<file path="config.mk">
export PLATFORM = sky130hd
export DESIGN_NAME = scaled_command_frame_builder
export DESIGN_NICKNAME = d
export VERILOG_FILES = /design/src/design/scfb_pkg.sv /design/src/design/scfb_csr.sv /design/src/design/scfb_front.sv /design/src/design/scfb_queue.sv /design/src/design/scfb_back.sv /design/src/design/scaled_command_frame_builder.sv
export SDC_FILE = /design/constraint.sdc
export NUM_CORES = 2
export LEC_CHECK = 0
export BUFFER_PORTS_ARGS = -buffer_cell sky130_fd_sc_hd__buf_2
export CAP_MARGIN = 10
export CELL_PAD_IN_SITES_DETAIL_PLACEMENT = 1
export CELL_PAD_IN_SITES_GLOBAL_PLACEMENT = 1
export CORE_MARGIN = 1
export CORE_UTILIZATION = 56
export DETAILED_ROUTE_END_ITERATION = 8
export HOLD_SLACK_MARGIN = 0.02
export PLACE_DENSITY_LB_ADDON = 0.25
export SLEW_MARGIN = 30
export SYNTH_ARGS = -nofsm -noshare
export SYNTH_HDL_FRONTEND = slang
export SYNTH_SLANG_ARGS = --single-unit
</file>
<file path="constraint.sdc">
create_clock -name clock -period 19.9 [get_ports clock]
set_input_delay 2.985 -clock clock [delete_from_list [all_inputs] [get_ports clock]]
set_output_delay 2.985 -clock clock [all_outputs]
set_load 0.01 [all_outputs]
</file>
<file path="src/design/scfb_pkg.sv">
// ----------------------------------------------------------------------------
// scfb_pkg
// Shared types, constants and helper functions for the scaled command frame
// builder: payload structs, register map, frame layout and CRC-8 step.
// ----------------------------------------------------------------------------
package scfb_pkg;

   // frame layout
   localparam logic [7:0] FLAG_BYTE = 8'h7E;
   localparam int         FRAME_LEN = 6;

   localparam logic [2:0] POS_FLAG_OPEN  = 3'd0;
   localparam logic [2:0] POS_SERVO      = 3'd1;
   localparam logic [2:0] POS_STEP       = 3'd2;
   localparam logic [2:0] POS_BUTTON     = 3'd3;
   localparam logic [2:0] POS_CRC        = 3'd4;
   localparam logic [2:0] POS_FLAG_CLOSE = 3'd5;

   // crc-8, poly 0x31, init 0xff, msb first
   localparam logic [7:0] CRC_INIT = 8'hFF;
   localparam logic [7:0] CRC_POLY = 8'h31;

   // queue between front pipeline and serialiser
   localparam int QUEUE_DEPTH = 2;

   // register map
   localparam int CSR_ADDR_W = 4;
   localparam int CSR_DATA_W = 32;

   typedef enum logic [1:0] {
      REG_SERVO_GAIN   = 2'd0,
      REG_SERVO_OFFSET = 2'd1,
      REG_STEP_GAIN    = 2'd2,
      REG_STEP_OFFSET  = 2'd3
   } reg_index_type;

   typedef struct packed {
      logic [15:0] servo_value;
      logic [15:0] step_value;
      logic [7:0]  button_state;
   } req_type;

   typedef struct packed {
      logic [7:0] frame_byte;
      logic [2:0] byte_index;
      logic       last_byte;
   } rsp_type;

   typedef struct packed {
      logic signed [31:0] servo_gain;
      logic signed [31:0] servo_offset;
      logic signed [31:0] step_gain;
      logic signed [31:0] step_offset;
   } csr_regs_type;

   // the variable bytes of one frame, flags are added on the way out
   typedef struct packed {
      logic [7:0] servo_byte;
      logic [7:0] step_byte;
      logic [7:0] button_state;
      logic [7:0] crc;
   } frame_type;

   typedef struct packed {
      logic not_full;
      logic not_empty;
   } queue_status_type;

   // eight shift steps of the crc register, message byte already folded in
   function automatic logic [7:0] crc8_shift(input logic [7:0] value);
      logic [7:0] crc;
      crc = value;
      for (int b = 0; b < 8; b++) begin
         if (crc[7]) begin
            crc = {crc[6:0], 1'b0} ^ CRC_POLY;
         end else begin
            crc = {crc[6:0], 1'b0};
         end
      end
      return crc;
   endfunction

   // crc state once the opening flag has gone through
   localparam logic [7:0] CRC_AFTER_FLAG = crc8_shift(CRC_INIT ^ FLAG_BYTE);

   // truncate q16.16 sum toward zero and clamp to 0..255
   function automatic logic [7:0] sat_byte(input logic signed [48:0] sum);
      logic [7:0] result;
      if (sum[48]) begin
         result = 8'd0;
      end else if (|sum[47:24]) begin
         result = 8'hFF;
      end else begin
         result = sum[23:16];
      end
      return result;
   endfunction

endpackage

</file>
<file path="src/design/scfb_csr.sv">
// ----------------------------------------------------------------------------
// scfb_csr
// APB-style register block holding the signed Q16.16 gains and offsets.
// ----------------------------------------------------------------------------
module scfb_csr (
   input  logic                                clock,
   input  logic                                reset,
   input  logic                                csr_psel,
   input  logic                                csr_penable,
   input  logic                                csr_pwrite,
   input  logic [scfb_pkg::CSR_ADDR_W-1:0]     csr_paddr,
   input  logic [scfb_pkg::CSR_DATA_W-1:0]     csr_pwdata,
   output logic [scfb_pkg::CSR_DATA_W-1:0]     csr_prdata,
   output logic                                csr_pready,
   output scfb_pkg::csr_regs_type              regs
);
   import scfb_pkg::*;

   csr_regs_type  regs_ff;
   csr_regs_type  regs_in;
   reg_index_type index;
   logic          write_en;

   // word index, byte lanes ignored
   assign index    = reg_index_type'(csr_paddr[3:2]);
   assign write_en = csr_psel && csr_penable && csr_pwrite;

   // register write decode
   always_comb begin
      regs_in = regs_ff;
      if (write_en) begin
         unique case (index)
            REG_SERVO_GAIN:   regs_in.servo_gain   = csr_pwdata;
            REG_SERVO_OFFSET: regs_in.servo_offset = csr_pwdata;
            REG_STEP_GAIN:    regs_in.step_gain    = csr_pwdata;
            REG_STEP_OFFSET:  regs_in.step_offset  = csr_pwdata;
            default:          regs_in = regs_ff;
         endcase
      end
   end

   always_ff @(posedge clock) begin
      if (reset) begin
         regs_ff.servo_gain   <= 32'sh0001_0000;
         regs_ff.servo_offset <= '0;
         regs_ff.step_gain    <= 32'sh0001_0000;
         regs_ff.step_offset  <= '0;
      end else begin
         regs_ff <= regs_in;
      end
   end

   // read mux
   always_comb begin
      unique case (index)
         REG_SERVO_GAIN:   csr_prdata = regs_ff.servo_gain;
         REG_SERVO_OFFSET: csr_prdata = regs_ff.servo_offset;
         REG_STEP_GAIN:    csr_prdata = regs_ff.step_gain;
         REG_STEP_OFFSET:  csr_prdata = regs_ff.step_offset;
         default:          csr_prdata = '0;
      endcase
   end

   assign csr_pready = 1'b1;
   assign regs       = regs_ff;

endmodule

</file>
<file path="src/design/scfb_front.sv">
// ----------------------------------------------------------------------------
// scfb_front
// Front pipeline: takes a command, scales both values to bytes and works out
// the CRC-8 one byte per stage, then pushes the finished frame to the queue.
// ----------------------------------------------------------------------------
module scfb_front (
   input  logic                       clock,
   input  logic                       reset,
   input  logic                       req_valid,
   output logic                       req_ready,
   input  scfb_pkg::req_type          req_payload,
   input  scfb_pkg::csr_regs_type     regs,
   input  scfb_pkg::queue_status_type queue_status,
   output logic                       push,
   output scfb_pkg::frame_type        push_frame
);
   import scfb_pkg::*;

   // stage 1: captured command
   logic                v1_ff;
   req_type             cmd_ff;
   // stage 2: products
   logic                v2_ff;
   logic signed [48:0]  servo_prod_ff, servo_prod_in;
   logic signed [48:0]  step_prod_ff, step_prod_in;
   logic [7:0]          button2_ff;
   // stage 3: scaled bytes
   logic                v3_ff;
   frame_type           f3_ff, f3_in;
   // stages 4 to 6: crc, one message byte a stage
   logic                v4_ff, v5_ff, v6_ff;
   frame_type           f4_ff, f4_in;
   frame_type           f5_ff, f5_in;
   frame_type           f6_ff, f6_in;
   logic                advance;

   // whole pipeline moves together unless the last stage is blocked
   assign advance   = !v6_ff || queue_status.not_full;
   assign req_ready = advance;
   assign push      = v6_ff && queue_status.not_full;
   assign push_frame = f6_ff;

   // signed gain times unsigned value
   assign servo_prod_in = $signed(regs.servo_gain) * $signed({1'b0, cmd_ff.servo_value});
   assign step_prod_in  = $signed(regs.step_gain) * $signed({1'b0, cmd_ff.step_value});

   // add offsets and clamp
   always_comb begin
      f3_in              = '0;
      f3_in.servo_byte   = sat_byte(servo_prod_ff + 49'(regs.servo_offset));
      f3_in.step_byte    = sat_byte(step_prod_ff + 49'(regs.step_offset));
      f3_in.button_state = button2_ff;
   end

   // crc through servo byte, step byte folded in
   always_comb begin
      f4_in     = f3_ff;
      f4_in.crc = crc8_shift(CRC_AFTER_FLAG ^ f3_ff.servo_byte) ^ f3_ff.step_byte;
   end

   // crc through step byte, button byte folded in
   always_comb begin
      f5_in     = f4_ff;
      f5_in.crc = crc8_shift(f4_ff.crc) ^ f4_ff.button_state;
   end

   // crc through button byte
   always_comb begin
      f6_in     = f5_ff;
      f6_in.crc = crc8_shift(f5_ff.crc);
   end

   // stage valids
   always_ff @(posedge clock) begin
      if (reset) begin
         v1_ff <= 1'b0;
         v2_ff <= 1'b0;
         v3_ff <= 1'b0;
         v4_ff <= 1'b0;
         v5_ff <= 1'b0;
         v6_ff <= 1'b0;
      end else if (advance) begin
         v1_ff <= req_valid;
         v2_ff <= v1_ff;
         v3_ff <= v2_ff;
         v4_ff <= v3_ff;
         v5_ff <= v4_ff;
         v6_ff <= v5_ff;
      end
   end

   // stage payloads
   always_ff @(posedge clock) begin
      if (advance) begin
         cmd_ff        <= req_payload;
         servo_prod_ff <= servo_prod_in;
         step_prod_ff  <= step_prod_in;
         button2_ff    <= cmd_ff.button_state;
         f3_ff         <= f3_in;
         f4_ff         <= f4_in;
         f5_ff         <= f5_in;
         f6_ff         <= f6_in;
      end
   end

endmodule

</file>
<file path="src/design/scfb_queue.sv">
// ----------------------------------------------------------------------------
// scfb_queue
// Short frame queue between the front pipeline and the serialiser.
// ----------------------------------------------------------------------------
module scfb_queue #(
   parameter int DEPTH = scfb_pkg::QUEUE_DEPTH
) (
   input  logic                       clock,
   input  logic                       reset,
   input  logic                       push,
   input  scfb_pkg::frame_type        push_frame,
   input  logic                       pop,
   output scfb_pkg::frame_type        head_frame,
   output scfb_pkg::queue_status_type status
);
   import scfb_pkg::*;

   localparam int PTR_W = (DEPTH > 1) ? $clog2(DEPTH) : 1;
   localparam int CNT_W = $clog2(DEPTH + 1);
   localparam logic [PTR_W-1:0] LAST_PTR = PTR_W'(DEPTH - 1);
   localparam logic [CNT_W-1:0] FULL_CNT = CNT_W'(DEPTH);

   frame_type        store_ff [DEPTH];
   logic [PTR_W-1:0] wr_ptr_ff, wr_ptr_in;
   logic [PTR_W-1:0] rd_ptr_ff, rd_ptr_in;
   logic [CNT_W-1:0] count_ff, count_in;

   // pointer wrap and fill count
   always_comb begin
      wr_ptr_in = wr_ptr_ff;
      rd_ptr_in = rd_ptr_ff;
      count_in  = count_ff;
      if (push) begin
         wr_ptr_in = (wr_ptr_ff == LAST_PTR) ? '0 : wr_ptr_ff + 1'b1;
      end
      if (pop) begin
         rd_ptr_in = (rd_ptr_ff == LAST_PTR) ? '0 : rd_ptr_ff + 1'b1;
      end
      if (push && !pop) begin
         count_in = count_ff + 1'b1;
      end else if (pop && !push) begin
         count_in = count_ff - 1'b1;
      end
   end

   always_ff @(posedge clock) begin
      if (reset) begin
         wr_ptr_ff <= '0;
         rd_ptr_ff <= '0;
         count_ff  <= '0;
      end else begin
         wr_ptr_ff <= wr_ptr_in;
         rd_ptr_ff <= rd_ptr_in;
         count_ff  <= count_in;
      end
   end

   // frame storage
   always_ff @(posedge clock) begin
      if (push) begin
         store_ff[wr_ptr_ff] <= push_frame;
      end
   end

   assign head_frame       = store_ff[rd_ptr_ff];
   assign status.not_full  = (count_ff != FULL_CNT);
   assign status.not_empty = (count_ff != '0);

endmodule

</file>
<file path="src/design/scfb_back.sv">
// ----------------------------------------------------------------------------
// scfb_back
// Serialiser: sends the head frame of the queue one byte per transaction,
// flags around it, through a registered output stage.
// ----------------------------------------------------------------------------
module scfb_back (
   input  logic                       clock,
   input  logic                       reset,
   input  scfb_pkg::frame_type        head_frame,
   input  scfb_pkg::queue_status_type queue_status,
   output logic                       pop,
   output logic                       rsp_valid,
   input  logic                       rsp_ready,
   output scfb_pkg::rsp_type          rsp_payload
);
   import scfb_pkg::*;

   logic       rsp_valid_ff;
   rsp_type    rsp_ff, rsp_in;
   logic [2:0] index_ff, index_in;
   logic       load;
   logic       emit;
   logic       at_last;

   assign load    = !rsp_valid_ff || rsp_ready;
   assign emit    = load && queue_status.not_empty;
   assign at_last = (index_ff == POS_FLAG_CLOSE);
   assign pop     = emit && at_last;

   // byte select for the current position
   always_comb begin
      rsp_in            = '0;
      rsp_in.byte_index = index_ff;
      rsp_in.last_byte  = at_last;
      unique case (index_ff)
         POS_FLAG_OPEN:  rsp_in.frame_byte = FLAG_BYTE;
         POS_SERVO:      rsp_in.frame_byte = head_frame.servo_byte;
         POS_STEP:       rsp_in.frame_byte = head_frame.step_byte;
         POS_BUTTON:     rsp_in.frame_byte = head_frame.button_state;
         POS_CRC:        rsp_in.frame_byte = head_frame.crc;
         POS_FLAG_CLOSE: rsp_in.frame_byte = FLAG_BYTE;
         default:        rsp_in.frame_byte = FLAG_BYTE;
      endcase
   end

   // byte position counter
   always_comb begin
      index_in = index_ff;
      if (emit) begin
         index_in = at_last ? POS_FLAG_OPEN : index_ff + 3'd1;
      end
   end

   always_ff @(posedge clock) begin
      if (reset) begin
         rsp_valid_ff <= 1'b0;
         index_ff     <= POS_FLAG_OPEN;
      end else begin
         index_ff <= index_in;
         if (load) begin
            rsp_valid_ff <= queue_status.not_empty;
         end
      end
   end

   // output register
   always_ff @(posedge clock) begin
      if (emit) begin
         rsp_ff <= rsp_in;
      end
   end

   assign rsp_valid   = rsp_valid_ff;
   assign rsp_payload = rsp_ff;

endmodule

</file>
<file path="src/design/scaled_command_frame_builder.sv">
// ----------------------------------------------------------------------------
// scaled_command_frame_builder
// Builds a six-byte command frame (flag, scaled servo, scaled step, buttons,
// crc-8, flag) from each command and sends it one byte per transaction.
// ----------------------------------------------------------------------------
// path: a command passes the capture register, five more pipeline stages,
// the queue storage and the output register before its first byte is on rsp
// throughput: one frame byte per cycle while rsp_ready is high and a frame is
// queued, set by the serialiser sending a single byte a cycle; the front
// pipeline accepts commands while earlier frames go out, until the queue fills
// reset: gains to 1.0, offsets to 0, pipeline, queue and output emptied at once
module scaled_command_frame_builder #(
   parameter int QUEUE_DEPTH = scfb_pkg::QUEUE_DEPTH
) (
   input  logic                            clock,
   input  logic                            reset,
   input  logic                            req_valid,
   output logic                            req_ready,
   input  scfb_pkg::req_type               req_payload,
   output logic                            rsp_valid,
   input  logic                            rsp_ready,
   output scfb_pkg::rsp_type               rsp_payload,
   input  logic                            csr_psel,
   input  logic                            csr_penable,
   input  logic                            csr_pwrite,
   input  logic [scfb_pkg::CSR_ADDR_W-1:0] csr_paddr,
   input  logic [scfb_pkg::CSR_DATA_W-1:0] csr_pwdata,
   output logic [scfb_pkg::CSR_DATA_W-1:0] csr_prdata,
   output logic                            csr_pready
);
   import scfb_pkg::*;

   csr_regs_type     regs;
   queue_status_type queue_status;
   frame_type        push_frame;
   frame_type        head_frame;
   logic             push;
   logic             pop;

   // configuration registers
   scfb_csr u_csr (
      .clock       (clock),
      .reset       (reset),
      .csr_psel    (csr_psel),
      .csr_penable (csr_penable),
      .csr_pwrite  (csr_pwrite),
      .csr_paddr   (csr_paddr),
      .csr_pwdata  (csr_pwdata),
      .csr_prdata  (csr_prdata),
      .csr_pready  (csr_pready),
      .regs        (regs)
   );

   // scaling and crc pipeline
   scfb_front u_front (
      .clock        (clock),
      .reset        (reset),
      .req_valid    (req_valid),
      .req_ready    (req_ready),
      .req_payload  (req_payload),
      .regs         (regs),
      .queue_status (queue_status),
      .push         (push),
      .push_frame   (push_frame)
   );

   // frame queue
   scfb_queue #(
      .DEPTH (QUEUE_DEPTH)
   ) u_queue (
      .clock      (clock),
      .reset      (reset),
      .push       (push),
      .push_frame (push_frame),
      .pop        (pop),
      .head_frame (head_frame),
      .status     (queue_status)
   );

   // byte serialiser
   scfb_back u_back (
      .clock        (clock),
      .reset        (reset),
      .head_frame   (head_frame),
      .queue_status (queue_status),
      .pop          (pop),
      .rsp_valid    (rsp_valid),
      .rsp_ready    (rsp_ready),
      .rsp_payload  (rsp_payload)
   );

   // queue is never written while full
   a_no_overflow: assert property (@(posedge clock) disable iff (reset)
      push |-> queue_status.not_full)
      else $error("frame pushed into a full queue");

   // a frame is only retired from an occupied queue
   a_no_underflow: assert property (@(posedge clock) disable iff (reset)
      pop |-> queue_status.not_empty)
      else $error("frame popped from an empty queue");

   // closing flag marker and position agree
   a_last_position: assert property (@(posedge clock) disable iff (reset)
      rsp_valid |-> (rsp_payload.last_byte == (rsp_payload.byte_index == POS_FLAG_CLOSE)))
      else $error("last byte marker out of step with byte position");

   // a byte after the closing flag opens the next frame
   a_frame_restart: assert property (@(posedge clock) disable iff (reset)
      (rsp_valid && rsp_ready && rsp_payload.last_byte) ##1 rsp_valid
      |-> (rsp_payload.byte_index == POS_FLAG_OPEN) && (rsp_payload.frame_byte == FLAG_BYTE))
      else $error("frame did not restart at the opening flag");

endmodule

</file>
==> results.json <==
{
  "cts_tree": "done",
  "fmax_ghz": 0.123,
  "rsz0062_at_grt": "false",
  "crit_required_ps": 20290,
  "worst_path_max_delay_cell": "dfxtp_1",
  "path_max_fanout": 18,
  "worstMarginPinSlew_ps": 1070,
  "num_vias": 43000,
  "synth_area_sq_um": 58100,
  "path_clk_slew_ps": 70,
  "start_kind": "flip-flop",
  "status": "finished, final reports clean",
  "drt_pre_antenna_iters": 6,
  "synth-main-ff-cell": "edfxtp_1",
  "hold_class": "flip-flop to flip-flop",
  "clock_latency_ps": 680,
  "p_sw_mw": 1.01,
  "gp_congestion": 0.929,
  "synth_top_area_share": 0.337,
  "grt-ovfl-total": 0,
  "cts_setup_buffers": 0,
  "drc": 0,
  "critPathBufInv": 4,
  "die_y_um": 324,
  "synthArstFlopShare": 0,
  "syn_to_final_growth_pct": 6.67,
  "crit_top_cell": "fa_1",
  "finalClockSkew_ps": 60.9,
  "clock-root-buffer": "clkbuf_16",
  "drv_cap": 0,
  "wl_um": 174000,
  "final_hold_viol_count": 0,
  "min_period_ps": 8120,
  "drt-initial-drc-count": 2831,
  "critical_path.top_delay_family": "adder cells",
  "synth_edf_count": 342,
  "synth_fp_nets": 7370,
  "grt_pass1_wl_um": 276000,
  "cp_cell_sequence": "and2_1 -> fa_1 -> inv_1 -> fa_1 -> fa_1 -> fa_1 -> inv_1 -> fa_1 -> inv_1 -> fa_1 -> inv_1 -> ha_1 -> and3_1 -> and3_1 -> a211oi_2 -> a211oi_1 -> o2111ai_1 -> a21oi_1 -> o41ai_2 -> a21oi_1 -> a31oi_1 -> mux2i_1 -> nand3_1",
  "core_sq_um": 102000,
  "nets": 7361,
  "clockPowerShare": 0.348,
  "initial_core_util": 0.568,
  "finalCritPeriodShare": 0.408,
  "yosysTopAreaCell": "fa_1",
  "power_frac_comb": 0.246,
  "crit_type": "flip-flop to flip-flop",
  "synth.distinct_cells": 89,
  "seqPwrFrac": 0.406,
  "worst_ep_arrival_time_ps": 8510,
  "numCtsBuffers": 55,
  "fp-row-count": 117,
  "crit_path_max_incr_delay_ps": 1030,
  "internal_power_mw": 2.16,
  "postSynthCellCount": 5979,
  "port_buffers": 126,
  "fin_util": 0.606,
  "pin_count": 130,
  "yosys_warnings": 0,
  "drive_gt1_frac": 0.0624,
  "grt_usage": 0.344,
  "synth_area_leaders": "fa_1 34%, edfxtp_1 18%, inv_1 7.5%",
  "cts_resized": 0,
  "seq_area_frac_synth": 0.226,
  "antenna_found_initial": 12,
  "nFillCells": 11300,
  "cellPowerDensity_nw_per_um2": 51.2,
  "cts.sinks": 485,
  "leakagePower_nw": 29.3,
  "synth.most_common_cell": "inv_1",
  "setup_ws_ps": 11780,
  "wl_per_cell_um": 23.5,
  "setup.worst_path.end_class": "flip-flop",
  "peakVddDrop_mv": 0.0768,
  "hold_buffers": 0,
  "synth-seq-cells": 485,
  "whs_ps": 411,
  "clock_path_buffers": 3,
  "cts_max_level": 2,
  "vias_per_cell": 5.82,
  "dieArea_sq_um": 105000,
  "hpwlAfterDp_um": 135000,
  "antenna_left": 0,
  "grt_max_degree": 89,
  "grt_pass1_vias": 49500,
  "die_w_um": 324,
  "p_sw_frac": 0.320,
  "finalSetupViolations": 0,
  "synth_commonest_cells": "1,167 x inv_1, 978 x fa_1, 946 x nand2_1",
  "slew_violations": 0,
  "total_power_mw": 3.17,
  "syn_area_per_cell_sq_um": 9.72,
  "tns_ps": 0,
  "maxSlewHeadroom": 0.284,
  "dp_slack_ps": 11920
}
[cells in the final DEF, fill, tap and decap left out, types with 38 or more instances in the layout]
cell type,n
a21o_1,83
a21oi_1,296
and2_1,473
buf_2,125
buf_4,66
clkbuf_16,58
dfxtp_1,137
edfxtp_1,342
fa_1,978
ha_1,330
inv_1,1167
nand2_1,946
nand3_1,46
nor2_1,113
nor3_1,38
o21ai_0,75
xnor2_1,139
xor2_1,50
[stage by stage]
step           cells  cell area, sq um
2_1_floorplan   5979             58100
3_3_place_gp    7277             59900
3_5_place_dp    7281             60000
4_1_cts         7380             62000
5_1_grt         7388             62000
6_report        7389             62000
[kinds of logic after synthesis]
kind of cell    after synthesis  synth area share
other cells                   1         0.0000645
compound gates              713            0.0794
mux                          78            0.0206
simple gates               1776             0.145
xor+xnor                    189            0.0285
buf+inv                    1429            0.0929
flops                       485             0.226
fa+ha+maj                  1308             0.408
[routing by layer]
| metal | part of all wire | wire, um | vias to the layer above | GRT usage |
|---|---|---|---|---|
| met5 | 0 | 0 | - | 0 |
| met4 | 0.044 | 7670 | 0 | 0.144 |
| met3 | 0.063 | 10900 | 433 | 0.0488 |
| met2 | 0.50 | 87300 | 1476 | 0.599 |
| met1 | 0.39 | 67800 | 22400 | 0.429 |
| li1 | - | - | 18600 | - |
[state kept, by name, summed over array words and instances, names as in the netlist, 2 cells and up, named ones only]
name                   flops
u_back.index_ff            3
u_back.rsp_payload        12
u_csr.regs               128
u_front.button2_ff         8
u_front.cmd_ff            40
u_front.f3_ff             24
u_front.f4_ff             32
u_front.f5_ff             32
u_front.push_frame        32
u_front.servo_prod_ff     49
u_front.step_prod_ff      49
u_queue.count_ff           2
u_queue.store_ff          64
[final cells by class]
type	count	area, sq um	share of cell area
tap	1368	1710	0.0276
antenna	9	22.5	0.000363
inverter	1168	4380	0.0707
multi-input combinational	4065	39600	0.639
clock buffer	65	1500	0.0242
sequential	485	13100	0.212
clock inverter	34	454	0.00733
timing repair buffer	195	1170	0.0189
[power groups by stage]
| stage | Clock [mW] | Combinational [mW] | Sequential [mW] |
|---|---|---|---|
| finish | 1.10 | 0.780 | 1.29 |
| global route | 1.15 | 0.850 | 1.29 |
| CTS | 1.13 | 0.777 | 1.29 |
| detailed placement | 0 | 0.762 | 1.30 |
| global placement | 0 | 0.717 | 1.30 |
| floorplan | 0 | 0.538 | 1.27 |
[worst reg2reg max path, stage by stage, from the launching register on]
cell       delay (ps)
dfxtp_1          1030
and2_1            300
fa_1              430
inv_1             110
fa_1              470
fa_1              510
fa_1              550
inv_1              50
fa_1              480
inv_1              50
fa_1              490
inv_1              50
ha_1              360
and3_1            230
and3_1            190
a211oi_2          330
a211oi_1          240
o2111ai_1         310
a21oi_1           200
o41ai_2           380
a21oi_1           220
a31oi_1           510
mux2i_1           250
nand3_1           110
[final timing paths]
path,slack (ps),cells past startpoint,to,from
max,11780,23,u_front.step_prod_ff[45],u_csr.regs[38]
min reg2reg,410,0,u_front.push_frame[19],u_front.f5_ff[19]
min,410,0,u_front.push_frame[19],u_front.f5_ff[19]
max reg2reg,11780,23,u_front.step_prod_ff[45],u_csr.regs[38]
Power figures use the tool's default switching activity.
